`config.mk`:
```
export PLATFORM = sky130hd
export DESIGN_NAME = dual_updown_counter_seven_seg_scan_core
export DESIGN_NICKNAME = d
export VERILOG_FILES = /design/src/sv/dusc_pkg.sv /design/src/sv/dusc_counters.sv /design/src/sv/dusc_scan.sv /design/src/sv/dual_updown_counter_seven_seg_scan_core.sv
export VERILOG_INCLUDE_DIRS = /design/src /design/src/sv
export SDC_FILE = /design/constraint.sdc
export NUM_CORES = 1
export LEC_CHECK = 0
export BUFFER_PORTS_ARGS = -buffer_cell sky130_fd_sc_hd__clkbuf_2
export CAP_MARGIN = 20
export CELL_PAD_IN_SITES_DETAIL_PLACEMENT = 1
export CELL_PAD_IN_SITES_GLOBAL_PLACEMENT = 1
export CORE_ASPECT_RATIO = 1.5
export CORE_MARGIN = 1.5
export CORE_UTILIZATION = 43
export CTS_BUF_LIST = sky130_fd_sc_hd__clkbuf_8
export CTS_CLUSTER_SIZE = 12
export DETAILED_ROUTE_END_ITERATION = 10
export PLACE_DENSITY = 0.9
export SETUP_SLACK_MARGIN = 0.15
export SLEW_MARGIN = 20
export SYNTH_ARGS = -nofsm -noshare
export SYNTH_HDL_FRONTEND = slang
export SYNTH_SLANG_ARGS = --single-unit
```
`constraint.sdc`:
```
create_clock -name clk -period 4.1 [get_ports clk]
set_input_delay 0.82 -clock clk [delete_from_list [all_inputs] [get_ports clk]]
set_output_delay 0.82 -clock clk [all_outputs]
set_load 0.02 [all_outputs]
```
`src/sv/dual_updown_counter_seven_seg_scan_core_defines.svh`:
```
// Assertion macros for the dual up/down counter scan core.
// Included by the top level; expects clk and rst_n in scope.
`ifndef DUAL_UPDOWN_COUNTER_SEVEN_SEG_SCAN_CORE_DEFINES_SVH
`define DUAL_UPDOWN_COUNTER_SEVEN_SEG_SCAN_CORE_DEFINES_SVH

// Same-cycle implication, checked out of reset
`define DUSC_ASSERT_IMP(lbl, ante, cons, msg) \
  lbl: assert property (@(posedge clk) disable iff (!rst_n) (ante) |-> (cons)) else $error(msg);

// Next-cycle implication, checked out of reset
`define DUSC_ASSERT_NXT(lbl, ante, cons, msg) \
  lbl: assert property (@(posedge clk) disable iff (!rst_n) (ante) |=> (cons)) else $error(msg);

`endif

```
`src/sv/dusc_pkg.sv`:
```
// Shared types, constants and helper functions of the dual counter scan core.
// No dependencies; imported by every module of the block.
`default_nettype none

package dusc_pkg;

  // Counter range
  localparam int COUNT_MODULUS = 1000;
  localparam int CNT_W         = 10;
  localparam int DIG_W         = 4;

  // Counter value with its decimal digits kept alongside
  typedef struct packed {
    logic [CNT_W-1:0] bin;
    logic [DIG_W-1:0] hun;
    logic [DIG_W-1:0] ten;
    logic [DIG_W-1:0] uni;
  } cnt_t;

  localparam int RST_A   = 984 % COUNT_MODULUS;
  localparam int TOP_VAL = COUNT_MODULUS - 1;

  localparam cnt_t CNT_ZERO = '0;
  localparam cnt_t CNT_RST_A = '{
    bin: CNT_W'(RST_A),
    hun: DIG_W'(RST_A / 100),
    ten: DIG_W'((RST_A / 10) % 10),
    uni: DIG_W'(RST_A % 10)
  };
  localparam cnt_t CNT_TOP = '{
    bin: CNT_W'(TOP_VAL),
    hun: DIG_W'(TOP_VAL / 100),
    ten: DIG_W'((TOP_VAL / 10) % 10),
    uni: DIG_W'(TOP_VAL % 10)
  };

  // Button bit positions
  localparam int BTN_UP_A = 0;
  localparam int BTN_DN_A = 1;
  localparam int BTN_UP_B = 2;
  localparam int BTN_DN_B = 3;

  // Scan positions
  localparam logic [2:0] POS_A_HUN = 3'd0;
  localparam logic [2:0] POS_A_TEN = 3'd1;
  localparam logic [2:0] POS_A_UNI = 3'd2;
  localparam logic [2:0] POS_SEP_0 = 3'd3;
  localparam logic [2:0] POS_SEP_1 = 3'd4;
  localparam logic [2:0] POS_B_HUN = 3'd5;
  localparam logic [2:0] POS_B_TEN = 3'd6;
  localparam logic [2:0] POS_B_UNI = 3'd7;

  localparam logic [7:0] SEP_PATTERN = 8'h08;
  localparam logic [7:0] DWELL_RST   = 8'd5;

  // Counter pair handed from the counter stage to the scan stage
  typedef struct packed {
    cnt_t a;
    cnt_t b;
  } cnt_pair_t;

  // Step up with wrap, carrying through the decimal digits
  function automatic cnt_t cnt_up(cnt_t c);
    cnt_t r;
    r = c;
    if (c.bin >= CNT_W'(TOP_VAL)) begin
      r = CNT_ZERO;
    end else begin
      r.bin = c.bin + CNT_W'(1);
      if (c.uni == DIG_W'(9)) begin
        r.uni = '0;
        if (c.ten == DIG_W'(9)) begin
          r.ten = '0;
          r.hun = c.hun + DIG_W'(1);
        end else begin
          r.ten = c.ten + DIG_W'(1);
        end
      end else begin
        r.uni = c.uni + DIG_W'(1);
      end
    end
    return r;
  endfunction

  // Step down with wrap, borrowing through the decimal digits
  function automatic cnt_t cnt_down(cnt_t c);
    cnt_t r;
    r = c;
    if (c.bin == '0 || c.bin >= CNT_W'(COUNT_MODULUS)) begin
      r = CNT_TOP;
    end else begin
      r.bin = c.bin - CNT_W'(1);
      if (c.uni == '0) begin
        r.uni = DIG_W'(9);
        if (c.ten == '0) begin
          r.ten = DIG_W'(9);
          r.hun = c.hun - DIG_W'(1);
        end else begin
          r.ten = c.ten - DIG_W'(1);
        end
      end else begin
        r.uni = c.uni - DIG_W'(1);
      end
    end
    return r;
  endfunction

  // Seven-segment pattern, active high, bits gfedcba
  function automatic logic [7:0] seg_of(logic [DIG_W-1:0] d);
    logic [7:0] p;
    case (d)
      4'd0:    p = 8'h3F;
      4'd1:    p = 8'h06;
      4'd2:    p = 8'h5B;
      4'd3:    p = 8'h4F;
      4'd4:    p = 8'h66;
      4'd5:    p = 8'h6D;
      4'd6:    p = 8'h7D;
      4'd7:    p = 8'h07;
      4'd8:    p = 8'h7F;
      4'd9:    p = 8'h6F;
      default: p = 8'h00;
    endcase
    return p;
  endfunction

endpackage

`default_nettype wire

```
`src/sv/dusc_counters.sv`:
```
// Release detection and the two wrapping up/down counters.
// Depends on dusc_pkg.
`default_nettype none

module dusc_counters
  import dusc_pkg::*;
(
  input  wire logic       clk,
  input  wire logic       rst_n,
  input  wire logic       step,
  input  wire logic [3:0] buttons,
  output cnt_pair_t       cnt_nxt
);

  logic [3:0] last_btn_r;
  cnt_t       cnt_a_r;
  cnt_t       cnt_b_r;
  logic [3:0] released;
  cnt_t       a_up;
  cnt_t       a_dn;
  cnt_t       b_up;
  cnt_t       b_dn;

  // Act on falling edges, in the order upA, downA, upB, downB
  always_comb begin
    released = last_btn_r & ~buttons;
    a_up = released[BTN_UP_A] ? cnt_up(cnt_a_r) : cnt_a_r;
    a_dn = released[BTN_DN_A] ? cnt_down(a_up) : a_up;
    b_up = released[BTN_UP_B] ? cnt_up(cnt_b_r) : cnt_b_r;
    b_dn = released[BTN_DN_B] ? cnt_down(b_up) : b_up;
    cnt_nxt.a = a_dn;
    cnt_nxt.b = b_dn;
  end

  // Commit counters and button levels per beat
  always_ff @(posedge clk) begin
    if (!rst_n) begin
      last_btn_r <= '0;
      cnt_a_r    <= CNT_RST_A;
      cnt_b_r    <= CNT_ZERO;
    end else if (step) begin
      last_btn_r <= buttons;
      cnt_a_r    <= cnt_nxt.a;
      cnt_b_r    <= cnt_nxt.b;
    end
  end

endmodule

`default_nettype wire

```
`src/sv/dusc_scan.sv`:
```
// Digit scan: dwell counting, scan position and segment selection.
// Depends on dusc_pkg.
`default_nettype none

module dusc_scan
  import dusc_pkg::*;
(
  input  wire logic       clk,
  input  wire logic       rst_n,
  input  wire logic       step,
  input  wire logic [7:0] dwell_ticks,
  input  wire cnt_pair_t  cnt,
  output logic      [7:0] digit_enable,
  output logic      [7:0] segments
);

  logic [2:0] pos_r;
  logic [2:0] pos_nxt;
  logic [7:0] dwell_r;
  logic [7:0] dwell_nxt;
  logic [7:0] dwell_inc;
  logic [7:0] limit;
  logic [7:0] pattern;

  // Pick the digit for the current position
  always_comb begin
    case (pos_r)
      POS_A_HUN: pattern = seg_of(cnt.a.hun);
      POS_A_TEN: pattern = seg_of(cnt.a.ten);
      POS_A_UNI: pattern = seg_of(cnt.a.uni);
      POS_SEP_0: pattern = SEP_PATTERN;
      POS_SEP_1: pattern = SEP_PATTERN;
      POS_B_HUN: pattern = seg_of(cnt.b.hun);
      POS_B_TEN: pattern = seg_of(cnt.b.ten);
      POS_B_UNI: pattern = seg_of(cnt.b.uni);
      default:   pattern = SEP_PATTERN;
    endcase
    digit_enable = 8'd1 << pos_r;
    segments     = ~pattern;
  end

  // Advance dwell; a zero setting counts as one
  always_comb begin
    limit     = (dwell_ticks == '0) ? 8'd1 : dwell_ticks;
    dwell_inc = dwell_r + 8'd1;
    if (dwell_inc >= limit || dwell_inc == '0) begin
      dwell_nxt = '0;
      pos_nxt   = pos_r + 3'd1;
    end else begin
      dwell_nxt = dwell_inc;
      pos_nxt   = pos_r;
    end
  end

  always_ff @(posedge clk) begin
    if (!rst_n) begin
      pos_r   <= POS_A_HUN;
      dwell_r <= '0;
    end else if (step) begin
      pos_r   <= pos_nxt;
      dwell_r <= dwell_nxt;
    end
  end

endmodule

`default_nettype wire

```
`src/sv/dual_updown_counter_seven_seg_scan_core.sv`:
```
// Top level of the dual up/down counter with eight-digit display scan.
// Depends on dusc_pkg, dusc_counters, dusc_scan and the assertion header.
//
// Usage:
//   Input stream (in_*): one beat per sample of the four button levels.
//     A button acts when it is released. Counters A and B run 0..999.
//   Output stream (out_*): one beat per input beat, carrying the digit
//     enable, active-low segments and both counter values after the sample.
//   Config (cfg_*): dwell_ticks, samples per digit; write only when idle.
// Path: a beat reaches the input register, is processed in one pass
//   and lands in the output register, raising out_tvalid; it moves on
//   from the input register only when the output side is free.
// Throughput: one beat per cycle while out_tready stays high, set by the
//   counter and scan update between the input and output registers.
// Reset: counters go to 984 and 0, scan to digit 0, dwell to 5 samples,
//   both registers empty.
// Stall: while out_tready is low the output beat holds, the input register
//   fills and in_tready drops until the output drains.
`default_nettype none
`include "dual_updown_counter_seven_seg_scan_core_defines.svh"

module dual_updown_counter_seven_seg_scan_core
  import dusc_pkg::*;
(
  input  wire logic        clk,
  input  wire logic        rst_n,
  // Config register
  input  wire logic        cfg_wr_en,
  input  wire logic [7:0]  cfg_wr_data,   // dwell_ticks
  // Input stream
  input  wire logic        in_tvalid,
  output logic             in_tready,
  input  wire logic [7:0]  in_tdata,      // [3:0] buttons, [7:4] zero
  // Output stream
  output logic             out_tvalid,
  input  wire logic        out_tready,
  output logic [39:0]      out_tdata      // [7:0] digit_enable, [15:8] segments,
                                          // [25:16] count_a, [35:26] count_b,
                                          // [39:36] zero
);

  logic        in_vld_r;
  logic [3:0]  in_btn_r;
  logic        out_vld_r;
  logic        out_vld_nxt;
  logic [7:0]  out_de_r;
  logic [7:0]  out_seg_r;
  logic [9:0]  out_ca_r;
  logic [9:0]  out_cb_r;
  logic [7:0]  dwell_r;
  logic        advance;
  cnt_pair_t   cnt_nxt;
  logic [7:0]  digit_enable;
  logic [7:0]  segments;

  // Process the held beat when the output register is free or draining
  assign advance     = in_vld_r & (~out_vld_r | out_tready);
  assign in_tready   = ~in_vld_r | advance;
  assign out_vld_nxt = advance | (out_vld_r & ~out_tready);

  // Config register
  always_ff @(posedge clk) begin
    if (!rst_n) begin
      dwell_r <= DWELL_RST;
    end else if (cfg_wr_en) begin
      dwell_r <= cfg_wr_data;
    end
  end

  // Input register
  always_ff @(posedge clk) begin
    if (!rst_n) begin
      in_vld_r <= 1'b0;
    end else if (in_tready) begin
      in_vld_r <= in_tvalid;
    end
  end

  always_ff @(posedge clk) begin
    if (in_tvalid && in_tready) begin
      in_btn_r <= in_tdata[3:0];
    end
  end

  dusc_counters u_counters (
    .clk     (clk),
    .rst_n   (rst_n),
    .step    (advance),
    .buttons (in_btn_r),
    .cnt_nxt (cnt_nxt)
  );

  dusc_scan u_scan (
    .clk          (clk),
    .rst_n        (rst_n),
    .step         (advance),
    .dwell_ticks  (dwell_r),
    .cnt          (cnt_nxt),
    .digit_enable (digit_enable),
    .segments     (segments)
  );

  // Output register
  always_ff @(posedge clk) begin
    if (!rst_n) begin
      out_vld_r <= 1'b0;
    end else begin
      out_vld_r <= out_vld_nxt;
    end
  end

  always_ff @(posedge clk) begin
    if (advance) begin
      out_de_r  <= digit_enable;
      out_seg_r <= segments;
      out_ca_r  <= cnt_nxt.a.bin;
      out_cb_r  <= cnt_nxt.b.bin;
    end
  end

  assign out_tvalid = out_vld_r;
  assign out_tdata  = {4'b0000, out_cb_r, out_ca_r, out_seg_r, out_de_r};

  // Checks
  `DUSC_ASSERT_IMP(a_de_onehot, out_vld_r, $onehot(out_de_r), "digit enable not one-hot")
  `DUSC_ASSERT_IMP(a_point_dark, out_vld_r, out_seg_r[7], "decimal point lit")
  `DUSC_ASSERT_IMP(a_cnt_range, out_vld_r,
    (out_ca_r < 10'(COUNT_MODULUS)) && (out_cb_r < 10'(COUNT_MODULUS)),
    "counter out of range")
  `DUSC_ASSERT_NXT(a_adv_loads, advance, out_vld_r, "processed beat not presented")

endmodule

`default_nettype wire
```
* Word-level counts from Yosys, hierarchy flattened *
Memories as Yosys holds them, arrays and structs flattened.
Index checks and enable logic that the tools add are counted.

storage, ports and cells
  flip-flop bits (word level) = 109
  memory bits (read-only) = 672
  bits of input ports = 21
  output and inout bits = 42
  word-level logic and storage cells = 113
  memories kept = 6

operators by class
  add/subtract/negate cells = 18
  $lt $le $gt $ge = 5
  equal/unequal tests = 11
  shifts and indexed selects = 1
  mux-type cells = 27
  bitwise logic cells = 11
  reductions and logical operators = 15

memories
  name             words  width  read ports  clocked after Yosys merged registers in  write ports  RTL line         source
  (no name shown)  16     7      1           0                                        0            dusc_pkg.sv:111  case (d)
  (no name shown)  16     7      1           0                                        0            dusc_pkg.sv:111
  (no name shown)  16     7      1           0                                        0            dusc_pkg.sv:111
  (no name shown)  16     7      1           0                                        0            dusc_pkg.sv:111
  (no name shown)  16     7      1           0                                        0            dusc_pkg.sv:111
  (no name shown)  16     7      1           0                                        0            dusc_pkg.sv:111

operators with widths
  kind                     number
  $mux W22                 8
  $pmux W8 S7              1
  $mux W4                  12
  $mux W8                  6
  $ge A10 B10 Y1 const B   4
  $add A4 B1 Y4 const B    6
  $sub A4 B1 Y4 const B    6
  $add A10 B1 Y10 const B  2
  $logic_not A10 Y1        2
  $sub A10 B1 Y10 const B  2
  $eq A4 B4 Y1 const B     4
  $logic_not A4 Y1         4
  $logic_not A8 Y1         2
  $eq A3 B3 Y1 const B     4
  $add A8 B1 Y8 const B    1
  $ge A8 B8 Y1             1
  $not A8 Y8               1
  $shl A1 B3 Y8 const A    1
  $eq A3 B2 Y1 const B     2
  $and A4 B4 Y4            1
  $not A4 Y4               1
  $add A3 B1 Y3 const B    1
  $eq A3 B1 Y1 const B     1
  $logic_not A3 Y1         1
  7 further kinds          14

* Longest topological paths before layout *
An unclocked memory read counts as a cell.

  depth in word-level cells = 13
  gate-level depth with buffers = 23
  gate-level depth less buffers = 21

* Hierarchy *
A second synthesis with hierarchy kept.

second synthesis, totals
  cells, all modules = 1080
  area, all modules = 8909.8 um^2

by module, submodules not included
  module                                   times used  cells an instance  area an instance (um^2)  seq. area each (um^2)
  dusc_counters                            1           670                4875.9                   960.9
  dusc_scan                                1           330                2413.6                   220.2
  dual_updown_counter_seven_seg_scan_core  1           80                 1620.3                   1401.3

* Worst setup path before layout *
OpenSTA, ideal clock, no wires.

  path kind = flip-flop to flip-flop
  start point = register u_counters.cnt_a_r[12] (netlist name)
  end point = register out_seg_r[3], data pin
  library setup time = 0.131 ns
  data arrival time = 4.085 ns
  data required time = 3.969 ns
  path slack = -0.116 ns
  stages on the path, launching flop included = 19
  path buffers = 0
  period minus slack after synthesis = 4.216 ns
  path through = dfxtp_1 ha_1 a211o_1 a31oi_2 mux2i_1 ha_1 nand3_1 mux2i_1 a32oi_1 mux2i_4 or2_2 a41o_1 mux2_2 inv_1 ha_1 o21ai_0 nand2_1 a2111oi_2 a31o_1

RTL lines
  item                    RTL line                                        source
  from (decl)             dusc_counters.sv:16                             cnt_t cnt_a_r;
  from (signal assigned)  dusc_counters.sv:43                             cnt_a_r <= cnt_nxt.a;
  to (signal assigned)    dual_updown_counter_seven_seg_scan_core.sv:115  out_seg_r <= segments;
  to (decl)               dual_updown_counter_seven_seg_scan_core.sv:47   logic [7:0] out_seg_r;

==> summary.txt <==
Timing
  – Setup WS post-layout: -0.130 ns
  – Max Fclk: 0.236 GHz
  – Relative slew slack: 25.7%
  – Fin crit share: 103%
  – Final worst path period need: 4.23 ns
  – Endpoints failing setup: 2
  – Slew Limit Fails: 0
  – Worst slew pin tran: 1.10 ns
  – Layout Skew: 0.0194 ns
  – RSZ-0062 raised after global routing: yes
  – Final hold viol count: 0
  – Fin Hold WS: 0.495 ns

Synthesis
  – Synth unique cells: 100
  – Mapped Area: 8730 sq um
  – Fraction of registers with async set/reset: 0%
  – Synth Flop Type: dfxtp_1
  – Flip-flop and latch count after synthesis: 108
  – Mapped Cells: 1053
  – Post-synth EDFFs: 39
  – Sequential area share after synthesis: 29.2%
  – Ys Warns: 0
  – Syn avg cell area: 8.29 sq um

Power
  – Peak supply drop: 0.141 mV
  – Static Leak: 4.31 nW
  – Pwr per Cell Area: 245 nW/um^2

Die
  – Height of the die: 178 um
  – I/O pin count: 63
  – Core Rows: 63
  – Initial Util: 44.0%
  – Core box area: 19900 sq um
  – Die area: 21200 sq um
  – Die W: 119 um

Status
  – Status: finished, violations left
  – Failing checks: negative setup slack

CTS
  – CTS Buffer Depth: 2
  – Clock transition at path regs: 0.12 ns
  – CTS HTree Levels: 3
  – CTS tree: yes
  – Clk Latency, worst-skew pair: 0.43 ns
  – CTS Buf Count: 9
  – CTS Root Cell: clkbuf_8
  – Clk sink count: 108
  – Cts hold-fix bufs: 0

Route
  – Drc violations: 0
  – Drt initial violations: 615
  – Post-Route WL: 33.7 mm
  – Remaining antenna violation count: 0
  – Drt first pass iters: 8
  – Via count: 9143
  – Average wire per standard cell: 23.7 um
  – Vias/cell: 6.42

Job
  – MaxCap Viol Count: 0

Worst hold path
  – Beginning of the worst hold path: u_counters.last_btn_r[3]
  – Hold WC Path Type: register to register

Place
  – Placement Cell Area: 9740 sq um
  – Post-DP HPWL: 20.8 mm
  – Gpl congestion: 0.908
  – Port bufs: 53

GRT
  – Number of global-route vias before repair: 9324
  – Initial antenna violation count: 0
  – GR Util All Layers: 27.9%
  – First-pass GRT wire length: 47.2 mm
  – GRT overflow: 0
  – Largest net degree at the start of global routing: 59

Finish
  – Layout cells sized above 1: 27.4%
  – Post-route cell area: 10500 sq um
  – Layout area overhead: 20.7%
  – ANT cells: 0
  – Total Nets Final: 1247
  – FILL cells: 2382

Critical path
  – Crit. End Element: register
  – Critical Path Source Type: register
  – CP Data Arrival Time: 4.53 ns
  – Reg2reg start: u_counters.cnt_a_r[13]
  – WP data required: 4.40 ns
  – Max FO, Critical Path: 3
  – Critical path origin: u_counters.cnt_a_r[13]
  – Slowest CP cell: a211oi_2
  – CP cell instances: ha_4, a211o_1, a31oi_4, a22oi_2, ha_4, nand3_2, mux2i_1, a32oi_1, mux2i_4, or2_4, a41o_1, mux2_4, inv_4, ha_2, nand3_1, a21o_1, a211oi_2, a22o_1
  – Largest stage delay on the critical path: 0.48 ns
  – Crit path kind: register to register
  – Top cell by count, worst path: ha_4
[flip-flops by register name (all words and copies together) (netlist names), 4 cells and up]
| signal | cells |
|---|---|
| u_scan.dwell_r | 8 |
| in_btn_r | 4 |
| out_ca_r | 10 |
| out_seg_r | 7 |
| u_counters.last_btn_r | 4 |
| dwell_r | 8 |
| u_counters.cnt_a_r | 22 |
| out_cb_r | 10 |
| u_counters.cnt_b_r | 22 |
| out_de_r | 8 |
[synthesized netlist by cell type, types with 5 or more instances]
cell type  number  area share, %
buf_4           9           0.77
dfxtp_1        69             16
xnor2_1        23            2.3
edfxtp_1       39             13
a41o_1          5           0.57
a21o_1         10           0.86
nand3b_1        8           0.69
a21oi_1        79            4.5
nor4_1         10           0.72
and3b_1         6           0.60
and2_1          8           0.57
buf_2          13           0.75
a211oi_1       13            1.1
nor2b_1        11           0.79
nor2_1         98            4.2
inv_1          47            2.0
ha_1           66            9.5
nand3_1        33            1.9
clkbuf_1       34            1.5
nand2b_1       12           0.86
and4_1          6           0.60
o31ai_1         5           0.43
a22oi_1         8           0.69
nand4_1        13           0.93
and3_1          9           0.64
mux2_2         10            1.3
o21a_1          7           0.60
o211ai_1       13            1.1
a31oi_1        15            1.1
or3_1           5           0.36
a32oi_1         5           0.50
nor3_1         32            1.8
o21ai_0        24            1.4
mux2i_1        26            3.0
nand2_1       131            5.6
xor2_1         21            2.1
[cell usage in the layout, fill, tap and decap left out, drive strengths merged, types with 13 or more instances in the layout]
cell type	netlist	routed
ha	66	66
dfxtp	69	69
xnor2	23	23
nand2	131	131
clkbuf	34	62
inv	49	50
a21oi	84	84
o21ai	28	28
edfxtp	39	39
a31oi	18	18
xor2	21	21
mux2i	27	27
nor2	103	103
a211oi	15	15
nor3	32	32
nand2b	13	13
nand4	16	16
nand3	35	35
buf	31	105
o211ai	13	13
[worst max-delay path: cells and delay by family, from the launching register on]
kind                     cells  cell delay [ns]
AO/OA/AOI/OAI                8             2.16
adder cells (fa/ha/maj)      3             0.57
multiplexers                 3             0.52
AND/OR/NAND/NOR              3             0.40
flip-flops                   1             0.36
buffers and inverters        1             0.10
[final cells by class]
| cell class | count | area, sq um | area share [%] |
|---|---|---|---|
| multi-input combinational | 834 | 6150 | 58.4 |
| inverter | 49 | 189 | 1.79 |
| clock buffer | 9 | 124 | 1.18 |
| timing repair buffer | 158 | 1110 | 10.5 |
| tap | 260 | 325 | 3.09 |
| clock inverter | 7 | 72.6 | 0.689 |
| sequential | 108 | 2570 | 24.4 |
[layer usage]
layer / track usage [%] / share of wire (%)
met5: 0 / 0
met4: 21.0 / 8.2
met3: 3.73 / 4.6
met2: 54.0 / 52
met1: 26.5 / 35
[through the flow]
step | power [W] | utilization, % | instances | setup WS (ns) | TNS, ns
finish | 0.00258 | 53.0 | 1425 | -0.130 | -0.167
detailed placement | 0.00175 | 49.0 | 1390 | -0.103 | -0.155
CTS | 0.00249 | 51.3 | 1412 | 0.120 | 0
global placement | 0.00172 | 49.0 | 1390 | 0.0691 | 0
global route | 0.00265 | 53.0 | 1425 | -0.256 | -0.636
floorplan | 0.00158 | - | 1056 | 0.171 | 0
[where the power goes]
group	internal [W]	switching [W]	total, W
Clock	0.000288	0.000443	0.000731
Sequential	0.00116	0.0000391	0.00120
Combinational	0.000239	0.000411	0.000650
Total	0.00168	0.000893	0.00258
[cells by family after synthesis]
group,share of synthesized area (%)
fa+ha+maj,9.46
flops,29.2
buf+inv,5.95
compound gates,20.9
simple gates,25.3
xor+xnor,4.41
mux,4.66
other cells,0.0860
[what timing repair did]
action                                  4_1_cts  5_1_grt
pin swaps                                    22       17
buffers inserted                              6       13
endpoints found under the setup margin        7        7
resized for setup                            46       56
[path summary, 6_finish.rpt]
check / endpoint / slack, ns / cells past startpoint
setup / recovery: out_seg_r[2] / -0.13 / 18
hold / removal: u_counters.last_btn_r[3] / 0.49 / 2
setup reg to reg: out_seg_r[2] / -0.13 / 18
hold reg to reg: u_counters.last_btn_r[3] / 0.49 / 2
Power figures use the tool's default switching activity.
